`src/hw/rtl/ucc_pkg.sv`:
```
// ----------------------------------------------------------------------------
// ucc_pkg: shared types and constants of the UTF-8 text console cursor
// Action and command records, codes and fixed widths used by front and back.
// ----------------------------------------------------------------------------
package ucc_pkg;

  // Fixed field widths
  localparam int unsigned CoordW = 12;
  localparam int unsigned CpW    = 21;
  localparam int unsigned GlyphW = 16;

  // Configuration register indexes
  localparam logic RegScreenWidth  = 1'b0;
  localparam logic RegScreenHeight = 1'b1;

  // Command kinds on the result channel
  localparam logic CmdDraw   = 1'b0;
  localparam logic CmdScroll = 1'b1;

  // U+FFFD, shown for every broken sequence
  localparam logic [CpW-1:0] ReplacementCp = 21'h00FFFD;

  // Work items between front and back
  typedef enum logic {
    ACT_SHOW,
    ACT_BREAK
  } act_kind_e;

  typedef struct packed {
    act_kind_e        kind;
    logic [CpW-1:0]   cp;
    logic             last;   // final action caused by its text byte
  } act_t;

  // One result item
  typedef struct packed {
    logic              kind;
    logic [CoordW-1:0] pixel_x;
    logic [CoordW-1:0] pixel_y;
    logic [GlyphW-1:0] glyph_index;
    logic              wide_glyph;
    logic [CoordW-1:0] cursor_column;
    logic [CoordW-1:0] cursor_row;
    logic              last_of_run;
  } cmd_t;

endpackage

```
`src/hw/rtl/ucc_front.sv`:
```
// ----------------------------------------------------------------------------
// ucc_front: UTF-8 decoder front end
// Takes text bytes, tracks the pending sequence and pushes show and
// line-break actions, one per cycle while the queue is not full, into the action queue.
// ----------------------------------------------------------------------------
module ucc_front (
  input  logic              clk_i,
  input  logic              rst_ni,
  input  logic              in_valid_i,
  output logic              in_ready_o,
  input  logic [7:0]        text_byte_i,
  output logic              push_o,
  output ucc_pkg::act_t     push_act_o,
  input  logic              full_i
);

  // Decoder state
  logic [1:0]                 rem_q, rem_d;
  logic [1:0]                 seen_q, seen_d;
  logic [ucc_pkg::CpW-1:0]    acc_q, acc_d;
  // Replay of the current byte
  logic [1:0]                 rep_q, rep_d;
  logic                       lead_vld_q, lead_vld_d;
  ucc_pkg::act_t              lead_q, lead_d;

  logic busy;
  logic accept;
  logic is_cont;
  logic [ucc_pkg::CpW-1:0] acc_next;

  assign busy       = (rep_q != 2'd0) || lead_vld_q;
  assign in_ready_o = !busy;
  assign accept     = in_valid_i && !busy;
  assign is_cont    = (text_byte_i[7:6] == 2'b10);
  assign acc_next   = {acc_q[ucc_pkg::CpW-7:0], text_byte_i[5:0]};

  // Decode one accepted byte into replay count, lead action and new state
  always_comb begin
    rem_d      = rem_q;
    seen_d     = seen_q;
    acc_d      = acc_q;
    rep_d      = rep_q;
    lead_vld_d = lead_vld_q;
    lead_d     = lead_q;

    if (accept) begin
      rep_d       = 2'd0;
      lead_vld_d  = 1'b0;
      lead_d.kind = ucc_pkg::ACT_SHOW;
      lead_d.cp   = ucc_pkg::ReplacementCp;
      lead_d.last = 1'b1;

      if ((rem_q != 2'd0) && is_cont) begin
        // good continuation
        acc_d  = acc_next;
        seen_d = seen_q + 2'd1;
        rem_d  = rem_q - 2'd1;
        if (rem_q == 2'd1) begin
          seen_d     = 2'd0;
          acc_d      = '0;
          lead_vld_d = 1'b1;
          lead_d.cp  = acc_next;
        end
      end else begin
        if (rem_q != 2'd0) begin
          // broken sequence: one U+FFFD for the lead and each continuation
          rep_d  = seen_q + 2'd1;
          rem_d  = 2'd0;
          seen_d = 2'd0;
          acc_d  = '0;
        end
        // byte taken as a lead
        if (text_byte_i == 8'h00) begin
          lead_vld_d = 1'b0;
        end else if (text_byte_i == 8'h0A) begin
          lead_vld_d  = 1'b1;
          lead_d.kind = ucc_pkg::ACT_BREAK;
        end else if (text_byte_i < 8'h80) begin
          lead_vld_d = 1'b1;
          lead_d.cp  = ucc_pkg::CpW'(text_byte_i);
        end else if (text_byte_i inside {[8'hC0:8'hDF]}) begin
          rem_d  = 2'd1;
          seen_d = 2'd0;
          acc_d  = ucc_pkg::CpW'(text_byte_i[4:0]);
        end else if (text_byte_i inside {[8'hE0:8'hEF]}) begin
          rem_d  = 2'd2;
          seen_d = 2'd0;
          acc_d  = ucc_pkg::CpW'(text_byte_i[3:0]);
        end else if (text_byte_i inside {[8'hF0:8'hF7]}) begin
          rem_d  = 2'd3;
          seen_d = 2'd0;
          acc_d  = ucc_pkg::CpW'(text_byte_i[2:0]);
        end else begin
          lead_vld_d = 1'b1;
        end
      end
    end else if (busy && !full_i) begin
      // one action leaves per cycle while the queue has room
      if (rep_q != 2'd0) begin
        rep_d = rep_q - 2'd1;
      end else begin
        lead_vld_d = 1'b0;
      end
    end
  end

  // Action offered to the queue: replacements first, then the lead action
  always_comb begin
    push_o = busy && !full_i;
    if (rep_q != 2'd0) begin
      push_act_o.kind = ucc_pkg::ACT_SHOW;
      push_act_o.cp   = ucc_pkg::ReplacementCp;
      push_act_o.last = (rep_q == 2'd1) && !lead_vld_q;
    end else begin
      push_act_o = lead_q;
    end
  end

  always_ff @(posedge clk_i or negedge rst_ni) begin
    if (!rst_ni) begin
      rem_q      <= 2'd0;
      seen_q     <= 2'd0;
      acc_q      <= '0;
      rep_q      <= 2'd0;
      lead_vld_q <= 1'b0;
    end else begin
      rem_q      <= rem_d;
      seen_q     <= seen_d;
      acc_q      <= acc_d;
      rep_q      <= rep_d;
      lead_vld_q <= lead_vld_d;
    end
  end

  always_ff @(posedge clk_i) begin
    lead_q <= lead_d;
  end

endmodule

```
`src/hw/rtl/ucc_fifo.sv`:
```
// ----------------------------------------------------------------------------
// ucc_fifo: action queue
// Small register queue between decoder and cursor engine.
// ----------------------------------------------------------------------------
module ucc_fifo #(
  parameter int unsigned DEPTH = 4
) (
  input  logic          clk_i,
  input  logic          rst_ni,
  input  logic          push_i,
  input  ucc_pkg::act_t push_act_i,
  output logic          full_o,
  input  logic          pop_i,
  output ucc_pkg::act_t pop_act_o,
  output logic          empty_o
);

  localparam int unsigned PtrW = (DEPTH > 1) ? $clog2(DEPTH) : 1;
  localparam int unsigned CntW = $clog2(DEPTH + 1);
  localparam logic [PtrW-1:0] LastPtr = PtrW'(DEPTH - 1);

  ucc_pkg::act_t       mem_q [DEPTH];
  logic [PtrW-1:0]     wr_q, rd_q;
  logic [CntW-1:0]     cnt_q;
  logic                do_push, do_pop;

  assign full_o    = (cnt_q == CntW'(DEPTH));
  assign empty_o   = (cnt_q == '0);
  assign do_push   = push_i && !full_o;
  assign do_pop    = pop_i && !empty_o;
  assign pop_act_o = mem_q[rd_q];

  // Pointers and fill count
  always_ff @(posedge clk_i or negedge rst_ni) begin
    if (!rst_ni) begin
      wr_q  <= '0;
      rd_q  <= '0;
      cnt_q <= '0;
    end else begin
      if (do_push) begin
        wr_q <= (wr_q == LastPtr) ? '0 : wr_q + PtrW'(1);
      end
      if (do_pop) begin
        rd_q <= (rd_q == LastPtr) ? '0 : rd_q + PtrW'(1);
      end
      if (do_push && !do_pop) begin
        cnt_q <= cnt_q + CntW'(1);
      end else if (do_pop && !do_push) begin
        cnt_q <= cnt_q - CntW'(1);
      end
    end
  end

  // Entry storage
  always_ff @(posedge clk_i) begin
    if (do_push) begin
      mem_q[wr_q] <= push_act_i;
    end
  end

endmodule

```
`src/hw/rtl/ucc_back.sv`:
```
// ----------------------------------------------------------------------------
// ucc_back: cursor engine
// Carries out show and line-break actions on the column and row counters
// and produces draw and scroll commands through a hold and output register.
// ----------------------------------------------------------------------------
module ucc_back #(
  parameter int unsigned GLYPH_ROWS   = 16,
  parameter int unsigned NARROW_WIDTH = 8,
  parameter int unsigned DOUBLE_WIDTH = 16,
  parameter int unsigned GLYPH_COUNT  = 65536
) (
  input  logic                        clk_i,
  input  logic                        rst_ni,
  input  logic [ucc_pkg::CoordW-1:0]  screen_width_i,
  input  logic [ucc_pkg::CoordW-1:0]  screen_height_i,
  input  logic                        empty_i,
  input  ucc_pkg::act_t               act_i,
  output logic                        pop_o,
  output logic                        out_valid_o,
  input  logic                        out_ready_i,
  output ucc_pkg::cmd_t               cmd_o
);

  localparam int unsigned CW      = ucc_pkg::CoordW;
  localparam int unsigned CellMax = (NARROW_WIDTH > DOUBLE_WIDTH) ? NARROW_WIDTH : DOUBLE_WIDTH;
  localparam int unsigned CellW   = $clog2(CellMax + 1);
  localparam int unsigned PxW     = CW + CellW;
  localparam int unsigned NarW    = $clog2(NARROW_WIDTH + 1);
  localparam int unsigned WrapW   = CW + NarW;
  localparam int unsigned RowW    = $clog2(GLYPH_ROWS + 1);
  localparam int unsigned PyW     = CW + RowW;
  localparam logic [ucc_pkg::CpW:0]     GlyphLimit    = (ucc_pkg::CpW + 1)'(GLYPH_COUNT);
  localparam logic [ucc_pkg::GlyphW-1:0] FallbackGlyph = 16'h003F;

  // Sequencer states
  localparam logic [2:0] S_IDLE  = 3'd0;
  localparam logic [2:0] S_SHOW  = 3'd1;
  localparam logic [2:0] S_WRAP  = 3'd2;
  localparam logic [2:0] S_BREAK = 3'd3;
  localparam logic [2:0] S_END   = 3'd4;

  logic [2:0]           state_q, state_d;
  ucc_pkg::act_t        act_q, act_d;
  logic [CW-1:0]        col_q, col_d;
  logic [CW-1:0]        row_q, row_d;
  ucc_pkg::cmd_t        hold_q, hold_d;
  logic                 hold_vld_q, hold_vld_d;
  ucc_pkg::cmd_t        out_q, out_d;
  logic                 out_vld_q, out_vld_d;

  logic                 out_free, can_emit;
  logic                 emit;
  ucc_pkg::cmd_t        new_cmd;

  logic                 wide;
  logic [CellW-1:0]     cell_w;
  logic [PxW-1:0]       px;
  logic [PyW-1:0]       py;
  logic                 visible;
  logic [WrapW-1:0]     wrap_px;
  logic [CW-1:0]        row_inc;
  logic [PyW-1:0]       py_inc;
  logic                 scroll;
  logic [CW-1:0]        row_after;

  // Wide classes: CJK unified, hiragana, katakana, fullwidth forms
  function automatic logic is_wide(input logic [ucc_pkg::CpW-1:0] cp);
    is_wide = (cp inside {[21'h004E00:21'h009FFF]}) ||
              (cp inside {[21'h003040:21'h00309F]}) ||
              (cp inside {[21'h0030A0:21'h0030FF]}) ||
              (cp inside {[21'h00FF00:21'h00FFEF]});
  endfunction

  assign out_free = !out_vld_q || out_ready_i;
  assign can_emit = !hold_vld_q || out_free;

  // Cell position of the current glyph
  assign wide    = is_wide(act_q.cp);
  assign cell_w  = wide ? CellW'(DOUBLE_WIDTH) : CellW'(NARROW_WIDTH);
  assign px      = PxW'(col_q) * PxW'(cell_w);
  assign py      = PyW'(row_q) * PyW'(GLYPH_ROWS);
  assign visible = (px < PxW'(screen_width_i)) && (py < PyW'(screen_height_i));

  // Wrap test on the column after the glyph
  assign wrap_px = WrapW'(col_q) * WrapW'(NARROW_WIDTH);

  // Line break: next row, scroll when it falls below the screen
  assign row_inc   = row_q + CW'(1);
  assign py_inc    = PyW'(row_inc) * PyW'(GLYPH_ROWS);
  assign scroll    = (py_inc >= PyW'(screen_height_i));
  assign row_after = scroll ? ((row_inc == '0) ? '0 : row_q) : row_inc;

  // Sequencer
  always_comb begin
    state_d    = state_q;
    act_d      = act_q;
    col_d      = col_q;
    row_d      = row_q;
    hold_d     = hold_q;
    hold_vld_d = hold_vld_q;
    out_d      = out_q;
    out_vld_d  = out_vld_q && !out_ready_i;
    pop_o      = 1'b0;
    emit       = 1'b0;
    new_cmd    = '0;

    case (state_q)
      S_IDLE: begin
        if (!empty_i) begin
          pop_o   = 1'b1;
          act_d   = act_i;
          state_d = (act_i.kind == ucc_pkg::ACT_SHOW) ? S_SHOW : S_BREAK;
        end
      end
      S_SHOW: begin
        if (!visible || can_emit) begin
          if (visible) begin
            col_d                 = col_q + CW'(1);
            emit                  = 1'b1;
            new_cmd.kind          = ucc_pkg::CmdDraw;
            new_cmd.pixel_x       = px[CW-1:0];
            new_cmd.pixel_y       = py[CW-1:0];
            new_cmd.glyph_index   = ({1'b0, act_q.cp} < GlyphLimit) ?
                                    act_q.cp[ucc_pkg::GlyphW-1:0] : FallbackGlyph;
            new_cmd.wide_glyph    = wide;
            new_cmd.cursor_column = col_q + CW'(1);
            new_cmd.cursor_row    = row_q;
          end
          state_d = S_WRAP;
        end
      end
      S_WRAP: begin
        state_d = (wrap_px >= WrapW'(screen_width_i)) ? S_BREAK : S_END;
      end
      S_BREAK: begin
        if (!scroll || can_emit) begin
          col_d = '0;
          row_d = row_after;
          if (scroll) begin
            emit               = 1'b1;
            new_cmd.kind       = ucc_pkg::CmdScroll;
            new_cmd.cursor_row = row_after;
          end
          state_d = S_END;
        end
      end
      S_END: begin
        // last action of its byte: release the held command as final
        if (!act_q.last || !hold_vld_q) begin
          state_d = S_IDLE;
        end else if (out_free) begin
          out_d             = hold_q;
          out_d.last_of_run = 1'b1;
          out_vld_d         = 1'b1;
          hold_vld_d        = 1'b0;
          state_d           = S_IDLE;
        end
      end
      default: begin
        state_d = S_IDLE;
      end
    endcase

    // New command goes to hold; the older one moves on as not final
    if (emit) begin
      if (hold_vld_q) begin
        out_d     = hold_q;
        out_vld_d = 1'b1;
      end
      hold_d     = new_cmd;
      hold_vld_d = 1'b1;
    end
  end

  assign out_valid_o = out_vld_q;
  assign cmd_o       = out_q;

  always_ff @(posedge clk_i or negedge rst_ni) begin
    if (!rst_ni) begin
      state_q    <= S_IDLE;
      col_q      <= '0;
      row_q      <= '0;
      hold_vld_q <= 1'b0;
      out_vld_q  <= 1'b0;
    end else begin
      state_q    <= state_d;
      col_q      <= col_d;
      row_q      <= row_d;
      hold_vld_q <= hold_vld_d;
      out_vld_q  <= out_vld_d;
    end
  end

  always_ff @(posedge clk_i) begin
    act_q  <= act_d;
    hold_q <= hold_d;
    out_q  <= out_d;
  end

endmodule

```
`src/hw/rtl/utf8_text_console_cursor.sv`:
```
// ----------------------------------------------------------------------------
// utf8_text_console_cursor: UTF-8 text console cursor
// Decodes text bytes and drives a character cursor, giving draw and scroll
// commands for each byte.
// ----------------------------------------------------------------------------
//  channel   direction  handshake                  payload
//  text in   in         in_valid_i / in_ready_o    text_byte_i
//  commands  out        out_valid_o / out_ready_i  command_kind_o .. last_of_run_o
//  config    in         cfg_we_i                   cfg_index_i, cfg_data_i
//
//  Once a byte is taken, the decoder pushes one action per cycle while the
//  queue has room (up to three replacements plus one lead action) and takes
//  no byte meanwhile. The cursor engine steps through fetch, place, wrap test
//  and finish for a glyph, adding a line break before finish when it wraps,
//  and through fetch, line break and finish for a newline action.
//  A four-entry action queue lets decoder and engine stall independently.
//  The final command of a byte is held back until the byte's last action is
//  done; output backpressure stalls the engine, and the decoder once the queue fills.
//  Reset clears the decoder, cursor and queue; screen size returns to 640x480.
// ----------------------------------------------------------------------------
module utf8_text_console_cursor #(
  parameter int unsigned GLYPH_ROWS   = 16,
  parameter int unsigned NARROW_WIDTH = 8,
  parameter int unsigned DOUBLE_WIDTH = 16,
  parameter int unsigned GLYPH_COUNT  = 65536
) (
  input  logic        clk_i,
  input  logic        rst_ni,
  // configuration
  input  logic        cfg_we_i,
  input  logic        cfg_index_i,
  input  logic [11:0] cfg_data_i,
  // text bytes
  input  logic        in_valid_i,
  output logic        in_ready_o,
  input  logic [7:0]  text_byte_i,
  // commands
  output logic        out_valid_o,
  input  logic        out_ready_i,
  output logic        command_kind_o,
  output logic [11:0] pixel_x_o,
  output logic [11:0] pixel_y_o,
  output logic [15:0] glyph_index_o,
  output logic        wide_glyph_o,
  output logic [11:0] cursor_column_o,
  output logic [11:0] cursor_row_o,
  output logic        last_of_run_o
);

  logic [ucc_pkg::CoordW-1:0] screen_width_q;
  logic [ucc_pkg::CoordW-1:0] screen_height_q;

  logic          push;
  ucc_pkg::act_t push_act;
  logic          full;
  logic          pop;
  ucc_pkg::act_t pop_act;
  logic          empty;
  ucc_pkg::cmd_t cmd;

  // Screen size registers
  always_ff @(posedge clk_i or negedge rst_ni) begin
    if (!rst_ni) begin
      screen_width_q  <= 12'd640;
      screen_height_q <= 12'd480;
    end else if (cfg_we_i) begin
      if (cfg_index_i == ucc_pkg::RegScreenWidth) begin
        screen_width_q <= cfg_data_i;
      end else begin
        screen_height_q <= cfg_data_i;
      end
    end
  end

  ucc_front u_front (
    .clk_i      (clk_i),
    .rst_ni     (rst_ni),
    .in_valid_i (in_valid_i),
    .in_ready_o (in_ready_o),
    .text_byte_i(text_byte_i),
    .push_o     (push),
    .push_act_o (push_act),
    .full_i     (full)
  );

  ucc_fifo #(
    .DEPTH(4)
  ) u_fifo (
    .clk_i     (clk_i),
    .rst_ni    (rst_ni),
    .push_i    (push),
    .push_act_i(push_act),
    .full_o    (full),
    .pop_i     (pop),
    .pop_act_o (pop_act),
    .empty_o   (empty)
  );

  ucc_back #(
    .GLYPH_ROWS  (GLYPH_ROWS),
    .NARROW_WIDTH(NARROW_WIDTH),
    .DOUBLE_WIDTH(DOUBLE_WIDTH),
    .GLYPH_COUNT (GLYPH_COUNT)
  ) u_back (
    .clk_i          (clk_i),
    .rst_ni         (rst_ni),
    .screen_width_i (screen_width_q),
    .screen_height_i(screen_height_q),
    .empty_i        (empty),
    .act_i          (pop_act),
    .pop_o          (pop),
    .out_valid_o    (out_valid_o),
    .out_ready_i    (out_ready_i),
    .cmd_o          (cmd)
  );

  assign command_kind_o  = cmd.kind;
  assign pixel_x_o       = cmd.pixel_x;
  assign pixel_y_o       = cmd.pixel_y;
  assign glyph_index_o   = cmd.glyph_index;
  assign wide_glyph_o    = cmd.wide_glyph;
  assign cursor_column_o = cmd.cursor_column;
  assign cursor_row_o    = cmd.cursor_row;
  assign last_of_run_o   = cmd.last_of_run;

endmodule

```
`config.mk`:
```
export PLATFORM = sky130hd
export DESIGN_NAME = utf8_text_console_cursor
export DESIGN_NICKNAME = d
export VERILOG_FILES = /design/src/hw/rtl/ucc_pkg.sv /design/src/hw/rtl/ucc_front.sv /design/src/hw/rtl/ucc_fifo.sv /design/src/hw/rtl/ucc_back.sv /design/src/hw/rtl/utf8_text_console_cursor.sv
export SDC_FILE = /design/constraint.sdc
export NUM_CORES = 1
export LEC_CHECK = 0
export BUFFER_PORTS_ARGS = -buffer_cell sky130_fd_sc_hd__buf_2
export CORE_ASPECT_RATIO = 1.2
export CORE_MARGIN = 8
export CORE_UTILIZATION = 40
export CTS_BUF_LIST = sky130_fd_sc_hd__clkbuf_16
export DETAILED_ROUTE_END_ITERATION = 16
export SETUP_SLACK_MARGIN = 0.02
export SYNTH_ARGS = -nofsm -noshare
export SYNTH_HDL_FRONTEND = slang
export SYNTH_SLANG_ARGS = --single-unit
export TNS_END_PERCENT = 5
```
`constraint.sdc`:
```
create_clock -name clk_i -period 19 [get_ports clk_i]
set_input_delay 0 -clock clk_i [delete_from_list [all_inputs] [get_ports clk_i]]
set_output_delay 0 -clock clk_i [all_outputs]
set_load 0.02 [all_outputs]
```
==> metrics.yaml <==
start_util_pct: 40.3
dr.pass1.iters: 4
cts_setup_buffers: 0
grt_max_degree: 72
die_h_um: 229
core_area_um2: 37700
synth_top_cell_by_area: "edfxtp_1"
status: "finished clean"
grt_pass1_wl_um: 50800
drt_iter0_markers: 405
area_growth_pct: 16.6
clock_skew_ns: 0.0186
final_max_slew_viol_count: 0
rows: 78
cts_sinks: 344
antenna_found_initial: 0
syn_inst: 1136
die_w_um: 194
cp-end-kind: "flop"
synth_ff_type: "edfxtp_1"
whs_path_depth: 4
fillers: 3374
maxCapViolCount: 0
slew_headroom_pct: 26.3
die_area_um2: 44500
hold_start: "cfg_we_i"
final_antenna_net_count: 0
leakagePower_nw: 6.90
vias: 9224
clkSlewWorstSetupHoldPaths_ns: 0.06
nets: 1400
wirelength_um: 30900
cts-htree-levels: 2
dp_hpwl_um: 21700
reg2regPathDepth: 25
startpoint_type: "flop"
via_per_inst: 5.13
ys_warn_count: 0
fmax_mhz: 140
grt_remaining_overflow: 0
grt_use_total_pct: 14.0
crit_arrival_ns: 7.28
antennaDiodeCount: 0
finish.utilization_pct: 47.0
drive_gt1_share_pct: 20.3
tns_ns: 0
synth_area_leaders: "edfxtp_1 (40%), dfrtp_1 (13%), dfxtp_1 (7.8%), ha_1 (6.6%), mux2_2 (5.3%)"
ys_types: 64
ys_seq_area_share_pct: 61.5
tightest_slew_ns: 1.09
routedWlPerCell_um: 17.2
async_reset_ff_share_pct: 23.8
required_ns: 19.15
clockBufferDepth: 3
cts_tree: "built"
fin_crit_sh_pct: 37.5
setup_viol: 0
ir_drop_v: 0.0000758
grt_pass1_vias: 9549
synth_edf_count: 203
netlist.area_leader.share_pct: 40.1
insertion_delay_ns: 0.53
io_pins: 95
root_buffer: "clkbuf_16"
hold_path_end: "screen_width_q[4]"
synth.cell_area_um2: 15200
synth.avg_cell_area_um2: 13.4
gp_congestion: 0.911
crit_type: "reg -> reg"
ff2ff_setup_slack_ns: 11.88
power.density_nw_per_um2: 144
io_buffers: 94
reg2reg_to: "u_back.hold_q[59]"
r2r_start: "u_back.act_q[9]"
hold_path_class: "in -> reg"
numCtsBuffers: 36
ys_ff_latch: 344
hold_violations: 0
cp_max_fo: 59
min_period_ns: 7.12
rsz0062_at_grt: "false"
drc: 0
## layer usage
metal,up-vias,part of all wire [%],track usage (%)
met1,4550,42,16.2
met5,-,0,0
met2,133,52,25.6
li1,4498,-,-
met4,0,2.2,4.66
met3,43,3.9,2.76
## state kept, by name, summed over array words and instances, names as in the netlist, named ones only
name,cells
u_back.col_q,12
u_fifo.cnt_q,3
u_front.lead_vld_q,1
u_fifo.mem_q,92
u_back.out_valid_o,1
u_back.cmd_o,59
u_fifo.rd_q,2
u_front.seen_q,2
u_back.hold_vld_q,1
u_back.state_q,3
screen_height_q,12
u_front.acc_q,15
u_back.act_q,22
u_fifo.wr_q,2
screen_width_q,12
u_front.lead_q,22
u_back.row_q,12
u_back.hold_q,59
u_front.rep_q,2
u_front.rem_q,2
## timing repair
action,in CTS,in global routing
hold buffers,40,0
setup endpoints to repair,0,0
resized for setup,0,0
endpoints found under the hold margin,128,0
## worst max-delay path, cell delays in order, from the launching register on
cell and delay, ns:
edfxtp_1 0.42, nor2_1 0.12, o2111ai_1 0.11, nor4_1 0.19
a21oi_1 0.07, mux2i_1 0.14, nand3_1 0.48, inv_1 0.33
and2_1 0.17, ha_1 0.23, ha_1 0.29, ha_1 0.29
ha_1 0.36, a21o_1 0.20, a211oi_1 0.28, nor2_1 0.07
ha_1 0.19, nor3_1 0.19, o2111ai_1 0.13, nor4_1 0.31
o41ai_1 0.17, nor4_4 0.37, and4_1 0.68, nor2_1 0.21
inv_2 0.08, buf_4 0.59
## cells by family after synthesis
logic type	count (synthesis)	share of synthesized area, %
and+or+nand+nor	330	11.2
adders and majority gates	83	6.99
muxes	106	9.56
other	1	0.0247
DFF	344	61.5
AOI/OAI and AO/OA	164	7.25
xor gates and xnor gates	23	1.33
buffers and inverters	85	2.22
## report_power, final
part	internal [W]	total, W	switching [W]
sequential	0.00108	0.00119	0.000112
clock	0.000348	0.000633	0.000285
combinational	0.000300	0.000734	0.000434
## how the worst max path moves through the flow
stage	startpoint	endpoint	slack, ns	cells past startpoint
floorplan	u_back.act_q[7]	u_back.hold_q[10]	12.43	25
global placement	u_back.act_q[16]	u_back.hold_q[59]	12.12	25
detailed placement	u_back.act_q[9]	u_back.hold_q[59]	11.85	25
CTS	u_back.act_q[9]	u_back.hold_q[57]	11.83	25
global route	u_back.act_q[9]	u_back.hold_q[26]	11.25	25
finish	u_back.act_q[9]	u_back.hold_q[59]	11.88	25
## final cells by class
cell class / count / area (µm²) / share of cell area (%)
flip-flops and latches: 344 / 9340 / 52.7
multi-input cells: 713 / 5550 / 31.3
repair buffers: 147 / 971 / 5.48
clock buffers: 36 / 901 / 5.09
well taps: 480 / 601 / 3.39
inverters: 49 / 184 / 1.04
clock inverters: 28 / 161 / 0.912
## layout by cell type, fill, tap and decap left out, drive strengths merged, types with 12 or more instances in the layout
| cell type | count |
|---|---|
| a21oi | 28 |
| a22o | 15 |
| and2 | 60 |
| buf | 107 |
| clkbuf | 36 |
| clkinv | 18 |
| dfrtp | 76 |
| dfxtp | 59 |
| dlygate4sd3 | 40 |
| edfxtp | 203 |
| ha | 80 |
| inv | 57 |
| mux2 | 82 |
| mux4 | 23 |
| nand2 | 50 |
| nand2b | 22 |
| nand3 | 20 |
| nor2 | 96 |
| nor2b | 15 |
| nor3 | 16 |
| o211ai | 13 |
| o21ai | 38 |
| o31ai | 15 |
| xor2 | 12 |
## stage by stage
step,instance area (µm²),worst slack [ns],cells,total power [W],hold slack [ns]
after floorplan,15200,12.43,1142,0.00170,-0.296
after global placement,16200,12.12,1693,0.00193,-0.137
after detailed placement,16200,11.85,1693,0.00195,-0.137
after CTS,17700,11.83,1797,0.00260,0.0478
after global routing,17700,11.25,1797,0.00272,0.111
final,17700,11.88,1797,0.00256,0.0764
## synthesized netlist by cell type, types with 3 or more instances
cell type	count
edfxtp_1	203
nor2_1	96
ha_1	80
dfrtp_1	76
mux2_2	72
dfxtp_1	59
and2_1	58
nand2_1	50
inv_1	48
o21ai_0	38
a21oi_1	28
clkbuf_1	26
mux4_2	23
nand2b_1	22
nand3_1	20
nor3_1	16
a22o_1	15
nor2b_1	15
o31ai_1	15
o211ai_1	13
xor2_1	12
a21o_1	11
xnor2_1	11
mux2_1	10
nand4_1	10
a211oi_1	9
and3_1	9
or2_2	9
a31oi_1	8
nor4_1	7
buf_2	6
dfstp_2	6
o2111ai_1	4
o22ai_1	4
a211o_1	3
and4_1	3
fa_1	3
o21a_1	3
Note: power is estimated with default switching activity, not from simulation.
